`src/ktd_pkg.sv`:
```
// ----------------------------------------------------------------------------
// Capacitive key touch detector package
// Shared types and constants for the front queue, the key engine and the top.
// ----------------------------------------------------------------------------
package ktd_pkg;

    localparam int KEY_W        = 4;
    localparam int READING_W    = 16;
    localparam int CFG_W        = 16;
    localparam int CFG_INDEX_W  = 2;
    localparam int WEIGHT_W     = 9;
    localparam int WEIGHT_SHIFT = 8;
    localparam int SAMPLE_MAX_W = 32;
    localparam int QUEUE_DEPTH  = 2;

    localparam logic [WEIGHT_W-1:0] WEIGHT_ONE = 9'd256;
    localparam int                  ROUND_HALF = 128;

    localparam logic [CFG_W-1:0]    THRESHOLD_RESET = 16'd20;
    localparam logic [CFG_W-1:0]    DEAD_ZONE_RESET = 16'd10;
    localparam logic [WEIGHT_W-1:0] WEIGHT_RESET    = 9'd64;

    typedef enum logic [1:0] {
        OP_CLEAR      = 2'd0,
        OP_CAL_SAMPLE = 2'd1,
        OP_CAL_FINISH = 2'd2,
        OP_DETECT     = 2'd3
    } t_op;

    typedef enum logic [CFG_INDEX_W-1:0] {
        CFG_TOUCH_THRESHOLD  = 2'd0,
        CFG_DEAD_ZONE        = 2'd1,
        CFG_SMOOTHING_WEIGHT = 2'd2,
        CFG_UNUSED           = 2'd3
    } t_cfg_index;

    typedef struct packed {
        t_op              op;
        logic [KEY_W-1:0] key;
        logic             in_range;
    } t_item;

    typedef struct packed {
        logic [CFG_W-1:0]    touch_threshold;
        logic [CFG_W-1:0]    dead_zone;
        logic [WEIGHT_W-1:0] smoothing_weight;
    } t_cfg;

endpackage

```
`src/ktd_front.sv`:
```
// ----------------------------------------------------------------------------
// Touch detector front end
// Accepts input beats, classifies the key and sizes the reading, and holds
// them in a two-entry queue for the key engine.
// ----------------------------------------------------------------------------
module ktd_front #(
    parameter int KEY_COUNT   = 16,
    parameter int SAMPLE_BITS = 16
) (
    input  logic                            i_clk,
    input  logic                            i_rst_n,
    input  logic                            i_valid,
    output logic                            o_stall,
    input  logic [1:0]                      i_operation,
    input  logic [ktd_pkg::KEY_W-1:0]       i_key_index,
    input  logic [ktd_pkg::READING_W-1:0]   i_reading,
    output logic                            o_q_valid,
    output ktd_pkg::t_item                  o_q_item,
    output logic [SAMPLE_BITS-1:0]          o_q_sample,
    input  logic                            i_q_pop
);

    localparam int EXT_W = ktd_pkg::SAMPLE_MAX_W;

    ktd_pkg::t_item          r_item   [ktd_pkg::QUEUE_DEPTH];
    logic [SAMPLE_BITS-1:0]  r_sample [ktd_pkg::QUEUE_DEPTH];
    logic                    r_wr_ptr;
    logic                    r_rd_ptr;
    logic [1:0]              r_count;
    logic [1:0]              n_count;

    logic [EXT_W-1:0]        w_ext;
    ktd_pkg::t_item          w_item;
    logic                    w_push;

    assign w_ext           = EXT_W'(i_reading);
    assign w_item.op       = ktd_pkg::t_op'(i_operation);
    assign w_item.key      = i_key_index;
    assign w_item.in_range = (32'(i_key_index) < KEY_COUNT);

    assign o_stall    = (r_count == 2'(ktd_pkg::QUEUE_DEPTH));
    assign w_push     = i_valid && !o_stall;
    assign o_q_valid  = (r_count != 2'd0);
    assign o_q_item   = r_item[r_rd_ptr];
    assign o_q_sample = r_sample[r_rd_ptr];

    always_comb begin
        n_count = r_count;
        if (w_push && !i_q_pop) begin
            n_count = r_count + 2'd1;
        end else if (!w_push && i_q_pop) begin
            n_count = r_count - 2'd1;
        end
    end

    always_ff @(posedge i_clk) begin
        if (!i_rst_n) begin
            r_wr_ptr <= 1'b0;
            r_rd_ptr <= 1'b0;
            r_count  <= 2'd0;
        end else begin
            r_count <= n_count;
            if (w_push) begin
                r_wr_ptr <= !r_wr_ptr;
            end
            if (i_q_pop) begin
                r_rd_ptr <= !r_rd_ptr;
            end
        end
    end

    always_ff @(posedge i_clk) begin
        if (w_push) begin
            r_item[r_wr_ptr]   <= w_item;
            r_sample[r_wr_ptr] <= w_ext[SAMPLE_BITS-1:0];
        end
    end

endmodule

```
`src/ktd_back.sv`:
```
// ----------------------------------------------------------------------------
// Touch detector key engine
// Holds per-key baseline, moving average and touched flag, applies one queued
// beat per cycle while the result is not stalled, and registers the result.
// ----------------------------------------------------------------------------
module ktd_back #(
    parameter int KEY_COUNT     = 16,
    parameter int SAMPLE_BITS   = 16,
    parameter int FRACTION_BITS = 8
) (
    input  logic                        i_clk,
    input  logic                        i_rst_n,
    input  logic                        i_q_valid,
    input  ktd_pkg::t_item              i_q_item,
    input  logic [SAMPLE_BITS-1:0]      i_q_sample,
    output logic                        o_q_pop,
    input  ktd_pkg::t_cfg               i_cfg,
    output logic                        o_valid,
    input  logic                        i_stall,
    output logic [ktd_pkg::KEY_W-1:0]   o_key_out,
    output logic                        o_touched,
    output logic                        o_press_event,
    output logic                        o_was_touched
);

    // Keys above the reach of the key field are never addressed.
    localparam int KEY_SPAN = 1 << ktd_pkg::KEY_W;
    localparam int DEPTH    = (KEY_COUNT < KEY_SPAN) ? KEY_COUNT : KEY_SPAN;
    localparam int IDX_W    = (DEPTH > 1) ? $clog2(DEPTH) : 1;
    localparam int WIDE_W   = (SAMPLE_BITS > ktd_pkg::CFG_W) ? SAMPLE_BITS : ktd_pkg::CFG_W;
    localparam int AVG_W    = SAMPLE_BITS + FRACTION_BITS;
    localparam int REL_W    = WIDE_W + 1;
    localparam int CMP_W    = WIDE_W + FRACTION_BITS + 1;
    localparam int DIFF_W   = AVG_W + 1;
    localparam int PROD_W   = DIFF_W + ktd_pkg::WEIGHT_W + 1;

    logic [SAMPLE_BITS-1:0]    r_baseline [DEPTH];
    logic [AVG_W-1:0]          r_average  [DEPTH];
    logic [DEPTH-1:0]          r_flag;

    logic                      r_valid;
    logic [ktd_pkg::KEY_W-1:0] r_key_out;
    logic                      r_touched;
    logic                      r_press_event;
    logic                      r_was_touched;

    logic [IDX_W-1:0]          w_idx;
    logic [SAMPLE_BITS-1:0]    w_base;
    logic [AVG_W-1:0]          w_avg;
    logic                      w_flag;
    logic [AVG_W-1:0]          w_read_fx;
    logic [AVG_W-1:0]          w_base_fx;
    logic                      w_release;
    logic                      w_press;
    logic signed [DIFF_W-1:0]  w_diff;
    logic signed [PROD_W-1:0]  w_prod;
    logic signed [PROD_W-1:0]  w_step;
    logic [AVG_W-1:0]          w_ema;

    logic [SAMPLE_BITS-1:0]    n_base;
    logic [AVG_W-1:0]          n_avg;
    logic                      n_flag;
    logic                      n_press;

    assign o_q_pop = i_q_valid && (!r_valid || !i_stall);

    assign w_idx     = IDX_W'(i_q_item.key);
    assign w_base    = r_baseline[w_idx];
    assign w_avg     = r_average[w_idx];
    assign w_flag    = r_flag[w_idx];
    assign w_read_fx = {i_q_sample, {FRACTION_BITS{1'b0}}};
    assign w_base_fx = {w_base, {FRACTION_BITS{1'b0}}};

    assign w_release = REL_W'(i_q_sample) < (REL_W'(w_base) + REL_W'(i_cfg.dead_zone));
    assign w_press   = CMP_W'(w_read_fx) >
                       (CMP_W'(w_avg) + CMP_W'({i_cfg.touch_threshold, {FRACTION_BITS{1'b0}}}));

    // Exponential step written as avg + w * (r - avg), rounded half up.
    assign w_diff = $signed({1'b0, w_read_fx}) - $signed({1'b0, w_avg});
    assign w_prod = PROD_W'($signed({1'b0, i_cfg.smoothing_weight})) * PROD_W'(w_diff);
    assign w_step = (w_prod + PROD_W'(ktd_pkg::ROUND_HALF)) >>> ktd_pkg::WEIGHT_SHIFT;
    assign w_ema  = w_avg + AVG_W'(w_step);

    always_comb begin
        n_base  = w_base;
        n_avg   = w_avg;
        n_flag  = w_flag;
        n_press = 1'b0;
        case (i_q_item.op)
            ktd_pkg::OP_CLEAR: begin
                n_base = '0;
                n_avg  = '0;
                n_flag = 1'b0;
            end
            ktd_pkg::OP_CAL_SAMPLE: begin
                if (i_q_sample > w_base) begin
                    n_base = i_q_sample;
                end
            end
            ktd_pkg::OP_CAL_FINISH: begin
                n_avg = w_base_fx;
            end
            ktd_pkg::OP_DETECT: begin
                if (w_release) begin
                    n_avg  = w_flag ? w_base_fx : w_ema;
                    n_flag = 1'b0;
                end else if (w_press) begin
                    n_avg   = w_read_fx;
                    n_flag  = 1'b1;
                    n_press = 1'b1;
                end else begin
                    n_avg = w_ema;
                end
            end
            default: begin
                n_avg = w_avg;
            end
        endcase
    end

    always_ff @(posedge i_clk) begin
        if (!i_rst_n) begin
            for (int k = 0; k < DEPTH; k++) begin
                r_baseline[k] <= '0;
                r_average[k]  <= '0;
            end
            r_flag <= '0;
        end else if (o_q_pop && i_q_item.in_range) begin
            r_baseline[w_idx] <= n_base;
            r_average[w_idx]  <= n_avg;
            r_flag[w_idx]     <= n_flag;
        end
    end

    always_ff @(posedge i_clk) begin
        if (!i_rst_n) begin
            r_valid <= 1'b0;
        end else if (o_q_pop) begin
            r_valid <= 1'b1;
        end else if (!i_stall) begin
            r_valid <= 1'b0;
        end
    end

    always_ff @(posedge i_clk) begin
        if (o_q_pop) begin
            r_key_out     <= i_q_item.key;
            r_touched     <= i_q_item.in_range && n_flag;
            r_press_event <= i_q_item.in_range && n_press;
            r_was_touched <= i_q_item.in_range && n_press && w_flag;
        end
    end

    assign o_valid       = r_valid;
    assign o_key_out     = r_key_out;
    assign o_touched     = r_touched;
    assign o_press_event = r_press_event;
    assign o_was_touched = r_was_touched;

endmodule

```
`src/capacitive_key_touch_detector.sv`:
```
// ----------------------------------------------------------------------------
// Capacitive key touch detector
// Per-key baseline calibration, moving average tracking and press detection.
//
//   Channel  Direction  Handshake          Payload
//   input    in         i_valid / o_stall  i_operation, i_key_index, i_reading
//   result   out        o_valid / i_stall  o_key_out, o_touched,
//                                          o_press_event, o_was_touched
//   config   in         i_cfg_wr_en        i_cfg_index, i_cfg_data
//
// One beat per cycle is sustained while the result is not stalled; a result
// is held first in the two-entry queue, then in the key engine's registers.
// The key engine reads, updates and writes key state in the same cycle with a
// single multiplier, so back-to-back beats on the same key see fresh state.
// Reset is synchronous and clears all key state and the queue at once.
// A stalled result holds while the queue takes up to two more beats.
// ----------------------------------------------------------------------------
module capacitive_key_touch_detector #(
    parameter int KEY_COUNT     = 16,
    parameter int SAMPLE_BITS   = 16,
    parameter int FRACTION_BITS = 8
) (
    input  logic                              i_clk,
    input  logic                              i_rst_n,
    input  logic                              i_valid,
    output logic                              o_stall,
    input  logic [1:0]                        i_operation,
    input  logic [ktd_pkg::KEY_W-1:0]         i_key_index,
    input  logic [ktd_pkg::READING_W-1:0]     i_reading,
    output logic                              o_valid,
    input  logic                              i_stall,
    output logic [ktd_pkg::KEY_W-1:0]         o_key_out,
    output logic                              o_touched,
    output logic                              o_press_event,
    output logic                              o_was_touched,
    input  logic                              i_cfg_wr_en,
    input  logic [ktd_pkg::CFG_INDEX_W-1:0]   i_cfg_index,
    input  logic [ktd_pkg::CFG_W-1:0]         i_cfg_data
);

    ktd_pkg::t_cfg           r_cfg;
    logic                    q_valid;
    ktd_pkg::t_item          q_item;
    logic [SAMPLE_BITS-1:0]  q_sample;
    logic                    q_pop;
    logic [ktd_pkg::WEIGHT_W-1:0] w_weight_in;

    assign w_weight_in = i_cfg_data[ktd_pkg::WEIGHT_W-1:0];

    always_ff @(posedge i_clk) begin
        if (!i_rst_n) begin
            r_cfg.touch_threshold  <= ktd_pkg::THRESHOLD_RESET;
            r_cfg.dead_zone        <= ktd_pkg::DEAD_ZONE_RESET;
            r_cfg.smoothing_weight <= ktd_pkg::WEIGHT_RESET;
        end else if (i_cfg_wr_en) begin
            case (ktd_pkg::t_cfg_index'(i_cfg_index))
                ktd_pkg::CFG_TOUCH_THRESHOLD: begin
                    r_cfg.touch_threshold <= i_cfg_data;
                end
                ktd_pkg::CFG_DEAD_ZONE: begin
                    r_cfg.dead_zone <= i_cfg_data;
                end
                ktd_pkg::CFG_SMOOTHING_WEIGHT: begin
                    r_cfg.smoothing_weight <= (w_weight_in > ktd_pkg::WEIGHT_ONE) ?
                                              ktd_pkg::WEIGHT_ONE : w_weight_in;
                end
                default: begin
                    r_cfg <= r_cfg;
                end
            endcase
        end
    end

    ktd_front #(
        .KEY_COUNT   (KEY_COUNT),
        .SAMPLE_BITS (SAMPLE_BITS)
    ) u_front (
        .i_clk       (i_clk),
        .i_rst_n     (i_rst_n),
        .i_valid     (i_valid),
        .o_stall     (o_stall),
        .i_operation (i_operation),
        .i_key_index (i_key_index),
        .i_reading   (i_reading),
        .o_q_valid   (q_valid),
        .o_q_item    (q_item),
        .o_q_sample  (q_sample),
        .i_q_pop     (q_pop)
    );

    ktd_back #(
        .KEY_COUNT     (KEY_COUNT),
        .SAMPLE_BITS   (SAMPLE_BITS),
        .FRACTION_BITS (FRACTION_BITS)
    ) u_back (
        .i_clk         (i_clk),
        .i_rst_n       (i_rst_n),
        .i_q_valid     (q_valid),
        .i_q_item      (q_item),
        .i_q_sample    (q_sample),
        .o_q_pop       (q_pop),
        .i_cfg         (r_cfg),
        .o_valid       (o_valid),
        .i_stall       (i_stall),
        .o_key_out     (o_key_out),
        .o_touched     (o_touched),
        .o_press_event (o_press_event),
        .o_was_touched (o_was_touched)
    );

    a_press_sets_touched : assert property (@(posedge i_clk) disable iff (!i_rst_n)
        o_valid && o_press_event |-> o_touched)
        else $error("press reported without touched state");

    a_was_needs_press : assert property (@(posedge i_clk) disable iff (!i_rst_n)
        o_valid && o_was_touched |-> o_press_event)
        else $error("was_touched reported without a press");

    a_accept_fills_queue : assert property (@(posedge i_clk) disable iff (!i_rst_n)
        i_valid && !o_stall |=> q_valid)
        else $error("accepted beat missing from the queue");

    a_out_of_range_idle : assert property (@(posedge i_clk) disable iff (!i_rst_n)
        o_valid && (32'(o_key_out) >= KEY_COUNT) |-> !o_touched && !o_press_event)
        else $error("out of range key reported activity");

endmodule
```
`config.mk`:
```
export PLATFORM = sky130hd
export DESIGN_NAME = capacitive_key_touch_detector
export DESIGN_NICKNAME = d
export VERILOG_FILES = /design/src/ktd_pkg.sv /design/src/ktd_front.sv /design/src/ktd_back.sv /design/src/capacitive_key_touch_detector.sv
export SDC_FILE = /design/constraint.sdc
export NUM_CORES = 2
export LEC_CHECK = 0
export BUFFER_PORTS_ARGS = -buffer_cell sky130_fd_sc_hd__buf_2
export CORE_UTILIZATION = 50
export CTS_CLUSTER_DIAMETER = 60
export DETAILED_ROUTE_END_ITERATION = 6
export PLACE_DENSITY = 0.73
export SYNTH_ARGS = -nofsm -noshare
export SYNTH_HDL_FRONTEND = slang
export SYNTH_HIERARCHICAL = 1
export SYNTH_SLANG_ARGS = --single-unit
```
`constraint.sdc`:
```
create_clock -name i_clk -period 12.3 [get_ports i_clk]
set_clock_uncertainty 0.1 [all_clocks]
set_input_delay 2.46 -clock i_clk [delete_from_list [all_inputs] [get_ports i_clk]]
set_output_delay 2.46 -clock i_clk [all_outputs]
set_load 0.01 [all_outputs]
```
; After elaboration in Yosys (flattened, before gate mapping)
; Memories as Yosys holds them, arrays and structs flattened. A register that Yosys moved wholly into a read port is not among the register bits.
; Cells that the tools add are included.
[totals]
regBits = 69
ram_bits = 684
inputBits = 45
wordCells = 101
mem_count = 4
[classes]
add_sub_neg = 7
mul = 1
n_lt_le_gt_ge = 6
eq_ne = 7
mux = 38
reduce_logical = 26
[memory_table]
columns = memory, depth, word_bits, read_ports, rd_ports_with_merged_regs, write_ports, line_no
row1 = u_back.r_average, 16, 24, 1, 0, 16, ktd_back.sv:38  ; logic [AVG_W-1:0] r_average [DEPTH];
row2 = u_back.r_baseline, 16, 16, 1, 0, 16, ktd_back.sv:37  ; logic [SAMPLE_BITS-1:0] r_baseline [DEPTH];
row3 = u_front.r_sample, 2, 16, 1, 1, 1, ktd_front.sv:26  ; logic [SAMPLE_BITS-1:0] r_sample [ktd_pkg::QUEUE_DEPTH];
row4 = u_front.r_item, 2, 6, 1, 1, 1, ktd_front.sv:25  ; ktd_pkg::t_item r_item [ktd_pkg::QUEUE_DEPTH];
[ops]
columns = cell, count
row1 = $mux W24, 4
row2 = $pmux W24 S3, 1
row3 = $add A32 B9 Y32 const B, 1
row4 = $mul A10 B25 Y32, 1
row5 = $mux W16, 2
row6 = $pmux W16 S2, 1
row7 = $add A24 B24 Y25, 1
row8 = $gt A24 B25 Y1, 1
row9 = $sub A24 B24 Y25, 1
row10 = $add A24 B24 Y24, 1
row11 = $reduce_or A24 Y1, 1
row12 = $mux W1, 21
row13 = $add A16 B16 Y17, 1
row14 = $lt A16 B17 Y1, 1
row15 = $bwmux W16, 1
row16 = $gt A16 B16 Y1, 1
row17 = $reduce_or A16 Y1, 1
row18 = $gt A9 B9 Y1 const B, 1
row19 = $mux W9, 1
row20 = $eq A2 B2 Y1 const B, 4
row21 = $mux W4, 2
row22 = $logic_not A1 Y1, 7
row23 = $logic_and A1 B1 Y1, 6
row24 = $reduce_and A2 Y1, 3
row25 = other kinds (15), 20

; Longest topological paths before layout
[depth]
ltp_word = 9
depth_mapped = 57
depth_no_buf = 45

; Cells and area by module
; The synthesis kept the hierarchy.
[by_module_without_submodules]
columns = mod, n_inst, cells_per_inst, area_each_um2, seq_area_each_um2
row1 = ktd_back, 1, 3392, 41313.4, 19769.0
row2 = ktd_front, 1, 95, 1828.0, 1421.4
row3 = capacitive_key_touch_detector, 1, 164, 1453.9, 820.8

; Worst setup path before layout
; OpenSTA, ideal clock, no wires.
[synth_path]
path_kind = reg2reg
from = register (tool-made name)
to = memory u_back/r_average[10][22] in the netlist's numbering, data pin
arrival_time_ns = 12.370
slack_ns = -0.439
path_stages_with_launch = 53
synth_period_minus_slack_ns = 12.739
path_cell_list = dfxtp_1 -> buf_2 -> mux2_2 -> buf_4 -> buf_4 -> buf_4 -> buf_2 -> buf_2 -> buf_4 -> buf_2 -> buf_2 -> buf_2 -> mux4_2 -> mux4_2 -> inv_1 -> ha_1 -> nand4_1 -> nor4_1 -> [17 not listed] -> ha_1 -> and3_1 -> nand4_1 -> o31ai_1 -> nor2_1 -> o21ai_0 -> o21a_1 -> o21a_1 -> nor2_1 -> ha_1 -> nor2b_1 -> o21ai_0 -> nand2_1 -> a21oi_1 -> nand2_1 -> a311oi_1 -> clkbuf_1 -> nor4_1
[synth_lines]
columns = element, line_no
row1 = "end, declared", ktd_back.sv:38

==> impl_metrics.ini <==
[outcome]
status = complete, no violations

[timing]
hold_viol = 0
worstMarginPinSlew_ns = 1.307
maxSlewViolCount = 0
fin_crit_sh_pct = 95.53
setup_viol = 0
worst_slack_ns = 0.5493
slew_headroom_pct = 12.50
fmax_mhz = 85.10
layout_min_cycle_time_ns = 11.75
rsz0062_at_grt = false

[floorplanning]
coreArea_um2 = 88370
die_h_um = 300.6
ios = 54
die-area_um2 = 90390
fp-row-count = 109
initial_utilization_pct = 50.46
die_w_um = 300.6

[grt]
grt_pass1_vias = 30390
grt_first_pass_wirelength_mm = 191.2
antenna_found_initial = 0
grt_max_degree = 77
overflow = 0
track_usage_pct = 28.48

[placed_design]
post-place-ws_ns = -0.06904
hpwlAfterDp_mm = 81.89
placed_area_um2 = 46440
place_congestion = 0.9327
placed_cells = 4749
portBuffers = 53

[logic_synthesis]
yosysWarnings = 6
syn_nets = 4090
yosysSeqAreaShare_pct = 49.36
synth.avg_cell_area_um2 = 12.21
yosysMostFrequentCell = edfxtp_1
syn_area_um2 = 44600
syn_inst = 3651
synth_edf_count = 691
ys_ff_latch = 754
ys_types = 89
synthTopCellsByCount = edfxtp_1, nor2_1, inv_1, ha_1, nand2_1
synth_top_area_share_pct = 46.53
synth_area_leaders = edfxtp_1, mux4_2, fa_1
yosysTopAreaCell = edfxtp_1
async_flop_share_pct = 0
synth_ff_type = edfxtp_1

[worst_setup_path]
worstPathRequired_ns = 12.56
worstSetupEndpointType = register
path_delay_family = adder cells
start_kind = register
cpPeakStageDelay_ns = 0.59
critPathBufInv = 5
crit_type = register to register
critPathMaxFanout = 43
arrival_ns = 12.01
crit_slowest_cell = mux4_2
worst-path-stages = 42
cp_common_cell = fa_1
reg2reg_depth = 42

[clock_tree]
clock_sinks = 754
root_buffer = clkbuf_16
hold_buffers = 0
insertion_delay_ns = 0.66
cts_max_level = 3
cts.clk_slew.worst_paths_ns = 0.06
cts_buffers = 83
cts_tree = yes
clock_path_buffers = 3

[route]
drc = 0
ant_nets = 0
vias = 30720
dr.pass1.iters = 6
post_drt_wl_per_cell_um = 26.17
via_per_inst = 6.260
first_iter_violations = 3897
wl_mm = 128.4

[final_layout]
drive_gt1_share_pct = 15.90
nets = 4117
stdcell_area_um2 = 49300
area_delta_synth_final_pct = 10.55
stdcell_count = 4908
antennaDiodeCount = 0
fin_util_pct = 55.79

[hold_path]
whs_path_depth = 2
hp-class = register to register

[run]
cap_violations = 0
[cells in the final DEF, fill, tap and decap left out, drive strengths merged, types with 20 or more instances in the layout]
master,synthesis,routed
xnor2,67,67
ha,218,218
nor2,570,570
nor3,145,145
inv,301,309
o22ai,20,20
o21ai,96,96
clkinv,1,27
a21oi,91,91
clkbuf,143,107
and2,115,115
nand2,219,219
buf,77,161
a21o,48,48
fa,176,176
mux4,198,198
dfxtp,63,63
xor2,27,27
o21a,25,25
mux2,22,23
edfxtp,691,691
nor4,24,24
nand3,68,68
[kinds of logic (layout without fill, tap and decap cells)]
family	after synthesis	after routing	share of synthesized area, %
AOI/OAI and AO/OA	415	415	6.568
xor gates and xnor gates	95	95	1.897
DFF	754	754	49.36
muxes	232	233	10.82
and+or+nand+nor	1238	1238	12.63
other	1	1	0.008409
buffers and inverters	522	613	4.699
adders and majority gates	394	394	14.02
[worst reg2reg max path, delay by kind of cell, from the launching register on]
family	cells	cell delay, ns
AOI/OAI and AO/OA	12	2.56
xor gates and xnor gates	3	0.56
adders and majority gates	7	3.27
buffers and inverters	5	0.52
DFF	1	0.46
muxes	3	1.71
and+or+nand+nor	12	2.29
[registers in the layout (all words and copies together) (netlist names), named ones only]
name                  count
u_back/r_average        384
u_back/r_baseline       256
r_cfg                    41
u_front/r_sample         32
u_back/r_flag            16
u_front/r_item           12
u_back/o_key_out          4
u_front/r_count           2
u_back/o_press_event      1
u_back/o_touched          1
u_back/o_valid            1
u_back/o_was_touched      1
u_front/r_rd_ptr          1
u_front/r_wr_ptr          1
[stage by stage]
stage	TNS (ns)	hold WS [ns]
final	0	0.3731
after global routing	0	0.3828
after CTS	0	0.3720
after detailed placement	-0.5286	0.3631
after global placement	0	0.3547
after floorplan	0	0.3420
[path summary, 6_finish.rpt]
kind	from	endpoint	slack (ns)
setup / recovery	register	u_back/r_average[15][19]	0.55
hold / removal	u_back/r_flag[15]	u_back/r_flag[15]	0.37
setup reg to reg	register	u_back/r_average[15][19]	0.55
hold reg to reg	u_back/r_flag[15]	u_back/r_flag[15]	0.37
[per-layer routing]
metal	global-route usage (%)	up-vias	part of all wire [%]
li1	-	13100	-
met1	38.72	15190	37
met2	45.34	2048	47
met3	5.426	381	12
met4	11.31	0	4.1
met5	0	-	0
[layout make-up]
cell class | instances | area (µm²)
Clock buffer | 107 | 2248
Clock inverter | 43 | 491.7
Fill cell | 7060 | 39070
Timing Repair Buffer | 161 | 1129
Inverter | 302 | 1134
Multi-Input combinational cell | 2376 | 20830
Tap cell | 1165 | 1458
Sequential cell | 754 | 22010
[repair_timing]
action                                  CTS  global route
endpoints found under the setup margin   25           148
resized for setup                         1             6
gates cloned                              0             1
setup buffers                             0             7
pin swaps                                 0             3
Power is not shown: default switching activity piles up to over one toggle a cycle in this logic, so the estimate is an artifact.
